File: src/rtl/core/midi_note_off_scheduler_defines.svh
// ----------------------------------------------------------------------------
// midi_note_off_scheduler_defines
// Assertion macros for the note-off scheduler.
// ----------------------------------------------------------------------------
`ifndef MIDI_NOTE_OFF_SCHEDULER_DEFINES_SVH
`define MIDI_NOTE_OFF_SCHEDULER_DEFINES_SVH
`ifndef SYNTHESIS
// a holding in a cycle implies c in the same cycle
`define MNOS_ASSERT_IMPLY(label, clk, rst_n, a, c) \
    label: assert property (@(posedge clk) disable iff (!rst_n) (a) |-> (c)) \
        else $error("assertion failed");
// a holding in a cycle implies c in the next cycle
`define MNOS_ASSERT_NEXT(label, clk, rst_n, a, c) \
    label: assert property (@(posedge clk) disable iff (!rst_n) (a) |=> (c)) \
        else $error("assertion failed");
`else
`define MNOS_ASSERT_IMPLY(label, clk, rst_n, a, c)
`define MNOS_ASSERT_NEXT(label, clk, rst_n, a, c)
`endif
`endif

File: src/rtl/core/mnos_pkg.sv
// ----------------------------------------------------------------------------
// mnos_pkg
// Shared types and constants of the MIDI note-off scheduler.
// ----------------------------------------------------------------------------
package mnos_pkg;

    localparam int MAX_PENDING = 32;
    localparam int IDX_W       = $clog2(MAX_PENDING);
    localparam int CNT_W       = $clog2(MAX_PENDING + 1);
    localparam int CMDQ_DEPTH  = 4;
    localparam int CMDQ_PTR_W  = $clog2(CMDQ_DEPTH);
    localparam int CMDQ_CNT_W  = $clog2(CMDQ_DEPTH + 1);

    localparam logic [1:0] REQ_TIME  = 2'd0;
    localparam logic [1:0] REQ_EVENT = 2'd1;
    localparam logic [1:0] REQ_STOP  = 2'd2;

    localparam logic [2:0] KIND_NOTE_DUR = 3'd0;
    localparam logic [2:0] KIND_NOTE_ON  = 3'd1;
    localparam logic [2:0] KIND_NOTE_OFF = 3'd2;
    localparam logic [2:0] KIND_CONTROL  = 3'd3;
    localparam logic [2:0] KIND_PROGRAM  = 3'd4;

    localparam logic [2:0] MSG_NONE    = 3'd0;
    localparam logic [2:0] MSG_NOTE_ON = 3'd1;
    localparam logic [2:0] MSG_NOTE_OFF = 3'd2;
    localparam logic [2:0] MSG_CONTROL = 3'd3;
    localparam logic [2:0] MSG_PROGRAM = 3'd4;

    typedef struct packed {
        logic        has_msg;
        logic [2:0]  msg;
        logic [3:0]  ch;
        logic [6:0]  d1;
        logic [6:0]  d2;
        logic        scan_time;
        logic        scan_stop;
        logic        append;
        logic [23:0] t;
        logic [24:0] due;
    } cmd_t;

    typedef struct packed {
        logic [24:0] due;
        logic [3:0]  ch;
        logic [6:0]  pitch;
    } entry_t;

    typedef struct packed {
        logic [2:0]  msg_kind;
        logic [3:0]  ch;
        logic [6:0]  d1;
        logic [6:0]  d2;
        logic        last;
        logic        pending_valid;
        logic [24:0] next_off_time;
    } result_t;

endpackage

File: src/rtl/core/mnos_front.sv
// ----------------------------------------------------------------------------
// mnos_front
// Classifies an incoming item into a command for the table sequencer.
// ----------------------------------------------------------------------------
module mnos_front (
    input  logic [1:0]    req_type,
    input  logic [23:0]   time_ms,
    input  logic [2:0]    kind,
    input  logic [3:0]    channel,
    input  logic [6:0]    data1,
    input  logic [6:0]    data2,
    input  logic [23:0]   note_len,
    output mnos_pkg::cmd_t cmd
);

    always_comb
    begin
        cmd           = '0;
        cmd.ch        = channel;
        cmd.d1        = data1;
        cmd.t         = time_ms;
        cmd.due       = {1'b0, time_ms} + {1'b0, note_len};
        unique case (req_type)
            mnos_pkg::REQ_TIME:
            begin
                cmd.scan_time = 1'b1;
            end
            mnos_pkg::REQ_EVENT:
            begin
                unique case (kind)
                    mnos_pkg::KIND_NOTE_DUR:
                    begin
                        cmd.has_msg = 1'b1;
                        cmd.msg     = mnos_pkg::MSG_NOTE_ON;
                        cmd.d2      = data2;
                        cmd.append  = (note_len != '0);
                    end
                    mnos_pkg::KIND_NOTE_ON:
                    begin
                        cmd.has_msg = 1'b1;
                        cmd.msg     = mnos_pkg::MSG_NOTE_ON;
                        cmd.d2      = data2;
                    end
                    mnos_pkg::KIND_NOTE_OFF:
                    begin
                        cmd.has_msg = 1'b1;
                        cmd.msg     = mnos_pkg::MSG_NOTE_OFF;
                    end
                    mnos_pkg::KIND_CONTROL:
                    begin
                        cmd.has_msg = 1'b1;
                        cmd.msg     = mnos_pkg::MSG_CONTROL;
                        cmd.d2      = data2;
                    end
                    mnos_pkg::KIND_PROGRAM:
                    begin
                        cmd.has_msg = 1'b1;
                        cmd.msg     = mnos_pkg::MSG_PROGRAM;
                    end
                    default:
                    begin
                        // tempo and unknown kinds: status only
                        cmd.has_msg = 1'b0;
                    end
                endcase
            end
            mnos_pkg::REQ_STOP:
            begin
                cmd.scan_stop = 1'b1;
            end
            default:
            begin
                cmd.has_msg = 1'b0;
            end
        endcase
    end

endmodule

File: src/rtl/core/mnos_cmd_fifo.sv
// ----------------------------------------------------------------------------
// mnos_cmd_fifo
// Short command queue between the classifier and the table sequencer.
// ----------------------------------------------------------------------------
module mnos_cmd_fifo (
    input  logic           clk,
    input  logic           rst_n,
    input  logic           wr_en,
    input  mnos_pkg::cmd_t wr_data,
    output logic           full,
    input  logic           rd_en,
    output mnos_pkg::cmd_t rd_data,
    output logic           empty
);

    mnos_pkg::cmd_t                     slots_reg [mnos_pkg::CMDQ_DEPTH];
    logic [mnos_pkg::CMDQ_PTR_W-1:0]    wptr_reg, wptr_next;
    logic [mnos_pkg::CMDQ_PTR_W-1:0]    rptr_reg, rptr_next;
    logic [mnos_pkg::CMDQ_CNT_W-1:0]    cnt_reg, cnt_next;
    logic                               do_wr, do_rd;

    assign full    = (cnt_reg == mnos_pkg::CMDQ_CNT_W'(mnos_pkg::CMDQ_DEPTH));
    assign empty   = (cnt_reg == '0);
    assign do_wr   = wr_en && !full;
    assign do_rd   = rd_en && !empty;
    assign rd_data = slots_reg[rptr_reg];

    always_comb
    begin
        wptr_next = do_wr ? wptr_reg + 1'b1 : wptr_reg;
        rptr_next = do_rd ? rptr_reg + 1'b1 : rptr_reg;
        cnt_next  = cnt_reg;
        if (do_wr && !do_rd)
        begin
            cnt_next = cnt_reg + 1'b1;
        end
        else if (do_rd && !do_wr)
        begin
            cnt_next = cnt_reg - 1'b1;
        end
    end

    always_ff @(posedge clk or negedge rst_n)
    begin
        if (!rst_n)
        begin
            wptr_reg <= '0;
            rptr_reg <= '0;
            cnt_reg  <= '0;
        end
        else
        begin
            wptr_reg <= wptr_next;
            rptr_reg <= rptr_next;
            cnt_reg  <= cnt_next;
        end
    end

    always_ff @(posedge clk)
    begin
        if (do_wr)
        begin
            slots_reg[wptr_reg] <= wr_data;
        end
    end

endmodule

File: src/rtl/core/mnos_back.sv
// ----------------------------------------------------------------------------
// mnos_back
// Table sequencer: sends any message, compacts the pending table in one
// pass releasing note-offs, appends any new entry, reports status.
// ----------------------------------------------------------------------------
`include "midi_note_off_scheduler_defines.svh"

module mnos_back (
    input  logic              clk,
    input  logic              rst_n,
    input  logic              cmd_empty,
    input  mnos_pkg::cmd_t    cmd_in,
    output logic              cmd_pop,
    output mnos_pkg::result_t res,
    output logic              res_valid,
    input  logic              res_pop
);

    typedef enum logic [4:0] {
        ST_IDLE   = 5'b00001,
        ST_MSG    = 5'b00010,
        ST_SCAN   = 5'b00100,
        ST_APPEND = 5'b01000,
        ST_STAT   = 5'b10000
    } state_t;

    state_t                       state_reg, state_next;
    mnos_pkg::cmd_t               cmd_reg, cmd_next;
    logic [mnos_pkg::CNT_W-1:0]   cnt_reg, cnt_next;
    logic [mnos_pkg::CNT_W-1:0]   i_reg, i_next;
    logic [mnos_pkg::CNT_W-1:0]   w_reg, w_next;
    logic [24:0]                  best_reg, best_next;
    logic                         drop_first_reg, drop_first_next;
    mnos_pkg::result_t            res_reg, res_next;
    logic                         rv_reg, rv_next;

    mnos_pkg::entry_t             mem [mnos_pkg::MAX_PENDING];
    mnos_pkg::entry_t             rdata_reg;
    logic [mnos_pkg::IDX_W-1:0]   rd_addr;
    logic [mnos_pkg::IDX_W-1:0]   wr_addr;
    mnos_pkg::entry_t             wr_data;
    logic                         wr_en;

    logic                         slot_free;
    logic                         drop;
    logic [mnos_pkg::CNT_W-1:0]   i_inc;

    assign slot_free = !rv_reg || res_pop;
    assign res       = res_reg;
    assign res_valid = rv_reg;
    assign i_inc     = i_reg + 1'b1;

    assign drop = cmd_reg.scan_stop
               || (cmd_reg.scan_time && (rdata_reg.due <= {1'b0, cmd_reg.t}))
               || (drop_first_reg && (i_reg == '0));

    always_comb
    begin
        state_next      = state_reg;
        cmd_next        = cmd_reg;
        cnt_next        = cnt_reg;
        i_next          = i_reg;
        w_next          = w_reg;
        best_next       = best_reg;
        drop_first_next = drop_first_reg;
        res_next        = res_reg;
        rv_next         = rv_reg && !res_pop;
        cmd_pop         = 1'b0;
        rd_addr         = '0;
        wr_en           = 1'b0;
        wr_addr         = w_reg[mnos_pkg::IDX_W-1:0];
        wr_data         = rdata_reg;

        unique case (state_reg)
            ST_IDLE:
            begin
                if (!cmd_empty)
                begin
                    cmd_pop    = 1'b1;
                    cmd_next   = cmd_in;
                    state_next = ST_MSG;
                end
            end
            ST_MSG:
            begin
                if (!cmd_reg.has_msg || slot_free)
                begin
                    if (cmd_reg.has_msg)
                    begin
                        res_next          = '0;
                        res_next.msg_kind = cmd_reg.msg;
                        res_next.ch       = cmd_reg.ch;
                        res_next.d1       = cmd_reg.d1;
                        res_next.d2       = cmd_reg.d2;
                        rv_next           = 1'b1;
                    end
                    i_next          = '0;
                    w_next          = '0;
                    best_next       = '0;
                    drop_first_next = cmd_reg.append
                        && (cnt_reg == mnos_pkg::CNT_W'(mnos_pkg::MAX_PENDING));
                    state_next      = ST_SCAN;
                end
            end
            ST_SCAN:
            begin
                rd_addr = i_reg[mnos_pkg::IDX_W-1:0];
                if (i_reg == cnt_reg)
                begin
                    state_next = cmd_reg.append ? ST_APPEND : ST_STAT;
                end
                else if (drop)
                begin
                    if (slot_free)
                    begin
                        res_next          = '0;
                        res_next.msg_kind = mnos_pkg::MSG_NOTE_OFF;
                        res_next.ch       = rdata_reg.ch;
                        res_next.d1       = rdata_reg.pitch;
                        rv_next           = 1'b1;
                        i_next            = i_inc;
                        rd_addr           = i_inc[mnos_pkg::IDX_W-1:0];
                    end
                end
                else
                begin
                    // keep: move down to the write position
                    wr_en   = 1'b1;
                    w_next  = w_reg + 1'b1;
                    i_next  = i_inc;
                    rd_addr = i_inc[mnos_pkg::IDX_W-1:0];
                    if ((w_reg == '0) || (rdata_reg.due < best_reg))
                    begin
                        best_next = rdata_reg.due;
                    end
                end
            end
            ST_APPEND:
            begin
                wr_en         = 1'b1;
                wr_data.due   = cmd_reg.due;
                wr_data.ch    = cmd_reg.ch;
                wr_data.pitch = cmd_reg.d1;
                w_next        = w_reg + 1'b1;
                if ((w_reg == '0) || (cmd_reg.due < best_reg))
                begin
                    best_next = cmd_reg.due;
                end
                state_next = ST_STAT;
            end
            ST_STAT:
            begin
                if (slot_free)
                begin
                    res_next               = '0;
                    res_next.last          = 1'b1;
                    res_next.pending_valid = (w_reg != '0);
                    res_next.next_off_time = (w_reg != '0) ? best_reg : '0;
                    rv_next                = 1'b1;
                    cnt_next               = w_reg;
                    state_next             = ST_IDLE;
                end
            end
            default:
            begin
                state_next = ST_IDLE;
            end
        endcase
    end

    always_ff @(posedge clk or negedge rst_n)
    begin
        if (!rst_n)
        begin
            state_reg <= ST_IDLE;
            cnt_reg   <= '0;
            rv_reg    <= 1'b0;
        end
        else
        begin
            state_reg <= state_next;
            cnt_reg   <= cnt_next;
            rv_reg    <= rv_next;
        end
    end

    always_ff @(posedge clk)
    begin
        cmd_reg        <= cmd_next;
        i_reg          <= i_next;
        w_reg          <= w_next;
        best_reg       <= best_next;
        drop_first_reg <= drop_first_next;
        res_reg        <= res_next;
    end

    always_ff @(posedge clk)
    begin
        if (wr_en)
        begin
            mem[wr_addr] <= wr_data;
        end
        rdata_reg <= mem[rd_addr];
    end

    `MNOS_ASSERT_IMPLY(a_cnt_range, clk, rst_n, 1'b1, cnt_reg <= mnos_pkg::CNT_W'(mnos_pkg::MAX_PENDING))
    `MNOS_ASSERT_IMPLY(a_scan_order, clk, rst_n, state_reg == ST_SCAN, (w_reg <= i_reg) && (i_reg <= cnt_reg))
    `MNOS_ASSERT_NEXT(a_stat_count, clk, rst_n, (state_reg == ST_STAT) && slot_free, (cnt_reg == $past(w_reg)) && rv_reg && res_reg.last)

endmodule

File: src/rtl/core/midi_note_off_scheduler.sv
// An accepted item waits in the command queue until the idle sequencer pops it; any
// message result is then registered, and the closing status follows the sequencer's
// pass over the pending table memory (one entry per cycle unless a due note-off waits
// for a free result slot) and any note-off append, before the next item is popped.
// A command queue of 4 lets items be accepted while the sequencer works.
// Reset (rst_n low, asynchronous) clears queues, pending count and FSM state only.
// ----------------------------------------------------------------------------
// midi_note_off_scheduler
// Dispatches MIDI events and schedules, expires and flushes pending note-offs.
// ----------------------------------------------------------------------------
module midi_note_off_scheduler (
    input  logic        clk,
    input  logic        rst_n,
    input  logic        push,
    output logic        full,
    input  logic [1:0]  req_type,
    input  logic [23:0] time_ms,
    input  logic [2:0]  kind,
    input  logic [3:0]  channel,
    input  logic [6:0]  data1,
    input  logic [6:0]  data2,
    input  logic [23:0] note_len,
    output logic        empty,
    input  logic        pop,
    output logic [2:0]  msg_kind,
    output logic [3:0]  out_channel,
    output logic [6:0]  out_data1,
    output logic [6:0]  out_data2,
    output logic        last,
    output logic        pending_valid,
    output logic [24:0] next_off_time
);

    mnos_pkg::cmd_t    cmd_w;
    mnos_pkg::cmd_t    q_data;
    logic              q_empty;
    logic              q_pop;
    mnos_pkg::result_t res;
    logic              res_valid;

    mnos_front u_front (
        .req_type    (req_type),
        .time_ms     (time_ms),
        .kind        (kind),
        .channel     (channel),
        .data1       (data1),
        .data2       (data2),
        .note_len    (note_len),
        .cmd         (cmd_w)
    );

    mnos_cmd_fifo u_cmdq (
        .clk     (clk),
        .rst_n   (rst_n),
        .wr_en   (push),
        .wr_data (cmd_w),
        .full    (full),
        .rd_en   (q_pop),
        .rd_data (q_data),
        .empty   (q_empty)
    );

    mnos_back u_back (
        .clk       (clk),
        .rst_n     (rst_n),
        .cmd_empty (q_empty),
        .cmd_in    (q_data),
        .cmd_pop   (q_pop),
        .res       (res),
        .res_valid (res_valid),
        .res_pop   (pop)
    );

    assign empty         = !res_valid;
    assign msg_kind      = res.msg_kind;
    assign out_channel   = res.ch;
    assign out_data1     = res.d1;
    assign out_data2     = res.d2;
    assign last          = res.last;
    assign pending_valid = res.pending_valid;
    assign next_off_time = res.next_off_time;

endmodule

File: config.mk
export PLATFORM = sky130hd
export DESIGN_NAME = midi_note_off_scheduler
export DESIGN_NICKNAME = d
export VERILOG_FILES = /design/src/rtl/core/mnos_pkg.sv /design/src/rtl/core/mnos_front.sv /design/src/rtl/core/mnos_cmd_fifo.sv /design/src/rtl/core/mnos_back.sv /design/src/rtl/core/midi_note_off_scheduler.sv
export VERILOG_INCLUDE_DIRS = /design/src /design/src/rtl/core
export SDC_FILE = /design/constraint.sdc
export NUM_CORES = 2
export LEC_CHECK = 0
export BUFFER_PORTS_ARGS = -buffer_cell sky130_fd_sc_hd__buf_2
export CORE_UTILIZATION = 35
export DETAILED_ROUTE_END_ITERATION = 10
export GPL_TIMING_DRIVEN = 0
export PLACE_DENSITY = 0.55
export SLEW_MARGIN = 20
export SYNTH_ARGS = -nofsm -noshare
export SYNTH_HDL_FRONTEND = slang
export SYNTH_SLANG_ARGS = --single-unit
export TNS_END_PERCENT = 50
File: constraint.sdc
create_clock -name clk -period 6.9 [get_ports clk]
set_input_delay 0 -clock clk [delete_from_list [all_inputs] [get_ports clk]]
set_output_delay 0 -clock clk [all_outputs]
set_load 0.01 [all_outputs]
After elaboration in Yosys (flattened, before gate mapping)
Memory sizes are Yosys's and may differ from the RTL's. A register that Yosys moved wholly into a read port is not among the register bits.
Index checks and enable logic that the tools add are counted.
Operators by class
  equal/unequal tests: 26
  magnitude comparators: 3
  bitwise logic cells: 1
  add/sub/neg operators: 7
  mux-type cells: 60
  reductions and logical operators: 43
Operator list (number)
  two-way mux 48 bit: 6
  two-way mux 25 bit: 6
  case mux 48 bit (3 select lines): 1
  case mux 25 bit (3 select lines): 1
  less-than comparator 25 bit: 2
  two-way mux 5 bit: 9
  two-way mux 36 bit: 1
  two-way mux 6 bit: 6
  adder 24 x 24 -> 25 bit: 1
  less-or-equal comparator 25 x 24 -> 1 bit: 1
  case mux 5 bit (5 select lines): 1
  nonzero test 24 bit: 1
  two-way mux 1 bit: 19
  case mux 6 bit (3 select lines): 1
  != test 2 x 1 -> 1 bit, second input constant: 8
  two-way mux 7 bit: 2
  adder 6 x 1 -> 6 bit, second input constant: 2
  logical NOT 6 bit: 2
  case mux 3 bit (4 select lines): 1
  case mux 6 bit (2 select lines): 1
  AND reduction 4 bit: 3
  two-way mux 3 bit: 3
  logical AND 1 bit: 8
  logical NOT 1 bit: 7
  other kinds (32): 47
Word-level totals
  bits in registers: 105
  output and inout port bits: 50
  input bits: 75
  memories kept: 2
  memory bits (writable): 1448
  logic and storage cells: 159
Memory list
  u_back.mem: words 32, bits a word 36, rd ports 1, clocked after Yosys merged registers in 1, wr ports 1, RTL line mnos_back.sv:37  | mnos_pkg::entry_t mem [mnos_pkg::MAX_PENDING];
  u_cmdq.slots_reg: words 4, bits a word 74, rd ports 1, clocked after Yosys merged registers in 1, wr ports 1, RTL line mnos_cmd_fifo.sv:16  | mnos_pkg::cmd_t slots_reg [mnos_pkg::CMDQ_DEPTH];

Longest topological paths before layout
  depth in word-level cells: 9
  mapped depth: 18
  gate-level depth less buffers: 15

Cells and area by module
From an unflattened synthesis, not the netlist that was laid out.
Unflattened totals
  cells, all modules: 4616
  area total of the unflattened synthesis: 66911.7 um^2
By module, submodules not included
  mnos_back: cells each 3972, sequential area each 40420.0 um^2, instances 1, area an instance 54175.7 um^2
  mnos_cmd_fifo: cells each 423, sequential area each 9063.7 um^2, instances 1, area an instance 11141.9 um^2
  mnos_front: cells each 220, sequential area each 0.0 um^2, instances 1, area an instance 1590.3 um^2
  midi_note_off_scheduler: cells each 1, sequential area each 0.0 um^2, instances 1, area an instance 3.8 um^2

Worst setup path before layout
OpenSTA, ideal clock, no wires.
  path type: register to register
  start point: register u_back.best_reg[1]
  end point: register u_back.best_reg[0], enable pin
  clock period less this slack: 4.763 ns
  buffers on the path: 0
  arrival: 4.318 ns
  setup slack: 2.137 ns
  stages on the path, launching flop included: 14
  path through: edfxtp_1 inv_1 ha_1 a21o_1 a21o_1 a21o_1 a21o_1 a2111oi_0 nor3b_1 o21ai_0 a21oi_1 a2111oi_0 o22ai_1 a21boi_0
Between the ends
  word-level cells in the longest chain between the ends: 4
Ends and longest elaborated chain
  from (decl): RTL line mnos_back.sv:32  | logic [24:0] best_reg, best_next;
  from (signal assigned): RTL line mnos_back.sv:192  | best_reg <= best_next;
  less-than comparator 25 bit (on tied branches): RTL line mnos_back.sv:145, mnos_back.sv:132
  logical OR 1 bit (on tied branches): RTL line mnos_back.sv:145, mnos_back.sv:132
  != test 2 x 1 -> 1 bit (no line)
  AND reduction 6 bit (no line) (*)
Every way passes the cells marked *; elsewhere a longest branch is shown, timed or not.
A chain may end at the register's enable or synchronous reset.

Worst setup path in the final report
  start point: register u_back.i_reg[0] (netlist name)
  end point: register, netlist name u_back.rdata_reg[26]
RTL lines
  from (decl): RTL line mnos_back.sv:30  | logic [mnos_pkg::CNT_W-1:0] i_reg, i_next;
  from (signal assigned): RTL line mnos_back.sv:190  | i_reg <= i_next;
  adder 6 x 1 -> 6 bit (*): RTL line mnos_back.sv:51  | assign i_inc = i_reg + 1'b1;
  named net u_back.i_inc, one bit: RTL line mnos_back.sv:46  | logic [mnos_pkg::CNT_W-1:0] i_inc;
  two-way mux 5 bit: RTL line mnos_back.sv:114  | if (slot_free)
  two-way mux 5 bit (*): RTL line mnos_back.sv:112  | else if (drop)
  two-way mux 5 bit (*): RTL line mnos_back.sv:108  | if (i_reg == cnt_reg)
  two-way mux 5 bit (*): RTL line mnos_back.sv:74  | unique case (state_reg)
The timed path passes the listed nets; every way through them passes the cells marked *.

==> qor.txt <==
GRT overflow: 0
Post-Syn Area: 66200 sq um
Flop pwr share: 0.485
core area: 188000 sq um
Netlist cell types: 67
CP required: 7.51 ns
clock share of power: 0.327
vias in the first global route: 38266
post-synthesis sequential area ratio: 0.747
worst vdd ir: 0.000282 V
Total Routed Length: 183000 microns
DRC viols: 0
filler instances: 17007
ys async rst share: 0.0114
period utilization: 0.853
# IOs: 125
Final ANT Viol Nets: 0
Final Skew: 0.0362 ns
worst-path fanout max: 10
Synth Register Bits: 1663
Tmin final: 5.89 ns
max cap viols: 0
Switching Share: 0.281
Comb power frac: 0.188
Post-CTS Setup Bufs: 0
Min-Delay Path Class: input port to flip-flop
number of synthesized flops with an enable pin: 1608
TritonCTS clock tree: built
insertion delay to the later sink of the worst-skew pair: 0.80 ns
Int Pwr: 0.0195 W
drt first pass iters: 5
crit start category: flip-flop
Buffers on Ports: 124
clock edge transition at the registers on the reported setup and hold paths: 0.06 ns
placement row count: 159
syn_area_per_cell: 15.6 sq um
Root Buffer: clkbuf_16
# setup viols final: 0
Yosys warnings: 0
H-Tree Depth: 4
initial antenna violation count: 9
largest net degree at the start of global routing: 50
Die Wd: 437 microns
share of layout cells above drive strength 1: 0.142
Via density: 5.23
Synth Flop Type: edfxtp_1
gpl congestion: 0.864
worst-margin pin slew: 1.21 ns
dpl cell area: 71900 sq um
status: finished clean
Longest Clk Path Bufs: 3
Die Ht: 437 microns
dpl hpwl: 127000 microns
Fin. Hold Viols: 0
total track usage: 0.189
Final nets: 4910
RSZ-0062 raised after global routing: no
Largest register FFs: 1152
Iteration-0 DRC Markers: 3737
Peak Freq: 170 MHz
TritonCTS Buffers: 172
Starting Density: 0.353
P_sw: 0.00759 W
final instance area: 78400 sq um
Syn-to-layout area delta: 18.4%
CP Capture Type: flip-flop
Pleak: 26.3 nW
Slew HR: 0.196
multi-input gate area in the final layout: 15800 sq um
CP arrival: 6.50 ns
drt wl/cell: 24.9 microns
Pwr Density: 345 nW/um^2
die area: 191000 sq um
Syn Nets: 4425
Max Slew Vio Count: 0
final setup TNS: 0 ns
Vias: 38508
cell count after synthesis: 4241
first-pass GRT wire length: 266000 microns
FF/Latch Area: 49500 sq um
Crit Path Class: flip-flop to flip-flop
CTS sink count: 1663
-- worst max-delay path, stage by stage (launching register included) --
cell and delay [ns]:
edfxtp_1 0.44, clkbuf_1 0.27, inv_1 0.18, ha_1 0.16
nor4b_1 0.31, a31oi_1 0.22, and3_1 0.23, a21oi_2 0.33
buf_6 0.21, nand3_1 0.10, a21oi_2 0.92, buf_2 0.52
buf_1 0.93, a32o_1 0.25, nand2_1 0.09, nand4_1 0.39
a211oi_2 0.10
-- cell type report --
type,instances,share of cell area
well taps,2495,0.0398
clock inverters,73,0.00713
multi-input cells,2275,0.202
inverters,74,0.00357
diodes,2,0.0000638
clock buffers,237,0.0603
flip-flops and latches,1663,0.631
repair buffers,311,0.0434
plain buffers,229,0.0131
-- cells in the final DEF, fill, tap and decap left out, types with 51 or more instances in the layout --
cell type	count
edfxtp_1	1608
inv_1	73
buf_2	199
clkbuf_16	178
clkbuf_1	169
dlygate4sd3_1	120
a32o_1	139
a32oi_1	134
nand2_1	935
nand3_1	142
nand4_1	51
mux4_2	74
ha_1	107
mux2i_1	214
-- metrics by stage --
| stage | instances | hold slack [ns] | total power, W | worst slack, ns | util |
|---|---|---|---|---|---|
| finish | 7359 | 0.110 | 0.0271 | 1.01 | 0.418 |
| floorplan | 4241 | -0.296 | 0.0162 | 2.14 | - |
| detailed placement | 6927 | -0.0210 | 0.0184 | 1.16 | 0.383 |
| global placement | 6860 | -0.0279 | 0.0182 | -0.386 | 0.373 |
| global route | 7358 | 0.0918 | 0.0281 | 0.882 | 0.418 |
| CTS | 7357 | 0.0494 | 0.0273 | 1.13 | 0.417 |
-- repair_timing --
action / CTS / global route
gates resized for setup: 0 / 0
hold endpoints to repair: 329 / 0
hold buffers: 120 / 0
-- routing by layer --
layer | global-route usage | wire (microns)
met5 | 0 | 23
met1 | 0.254 | 78400
met4 | 0.0553 | 4720
met3 | 0.0290 | 10900
met2 | 0.317 | 89300
-- cells in the mapped netlist, types with 13 or more instances --
master    instances  area share
a211oi_2         29      0.0055
a21o_1           34      0.0039
a21oi_1          38      0.0029
a32o_1          139       0.021
a32oi_1         134       0.018
and2_1           23      0.0022
and3_1           36      0.0034
buf_1            23      0.0013
buf_2            74      0.0056
buf_4            13      0.0015
clkbuf_1        116      0.0066
dfrtp_1          18      0.0068
dfxtp_1          36       0.011
edfxtp_1       1608        0.73
ha_1            107       0.020
inv_1            74      0.0042
mux2i_1         214       0.032
mux4_2           74       0.025
nand2_1         966       0.055
nand3_1         142       0.011
nand4_1          51      0.0048
nor2_1           77      0.0044
o21ai_0          33      0.0025
xnor2_1          22      0.0029
xor2_1           17      0.0022
-- power by group through the flow --
stage          sequential, W  combinational (W)  clock [W]
2_1_floorplan         0.0132            0.00301          0
3_3_place_gp          0.0135            0.00476          0
3_5_place_dp          0.0134            0.00506          0
4_1_cts               0.0132            0.00513    0.00897
5_1_grt               0.0132            0.00553    0.00935
6_report              0.0131            0.00508    0.00885
-- logic make-up (layout without fill, tap and decap cells) --
family                   count (synthesis)  in the layout  synth area share
AO/OA/AOI/OAI                          465            465            0.0605
flip-flops                            1663           1663             0.747
adder cells (fa/ha/maj)                109            109            0.0208
other                                    0              2                 0
AND/OR/NAND/NOR                       1367           1367            0.0878
multiplexers                           295            295            0.0588
XOR/XNOR                                39             39           0.00516
buffers and inverters                  303            924            0.0197
-- final timing paths --
check / start / cells after the start / end / slack (ns)
setup / recovery: u_back.i_reg[0] / 16 / u_back.rdata_reg[26] / 1.01
max in group asynchronous: rst_n / 4 / u_back.cnt_reg[3] / 5.29
hold reg to reg: u_cmdq.cnt_reg[2] / 1 / u_cmdq.cnt_reg[2] / 0.50
min in group asynchronous: rst_n / 3 / u_back.state_reg[0] / 0.31
hold / removal: req_type[0] / 3 / u_cmdq.slots_reg[3][50] / 0.11
setup reg to reg: u_back.i_reg[0] / 16 / u_back.rdata_reg[26] / 1.01
Note: power is estimated with default switching activity, not from simulation.
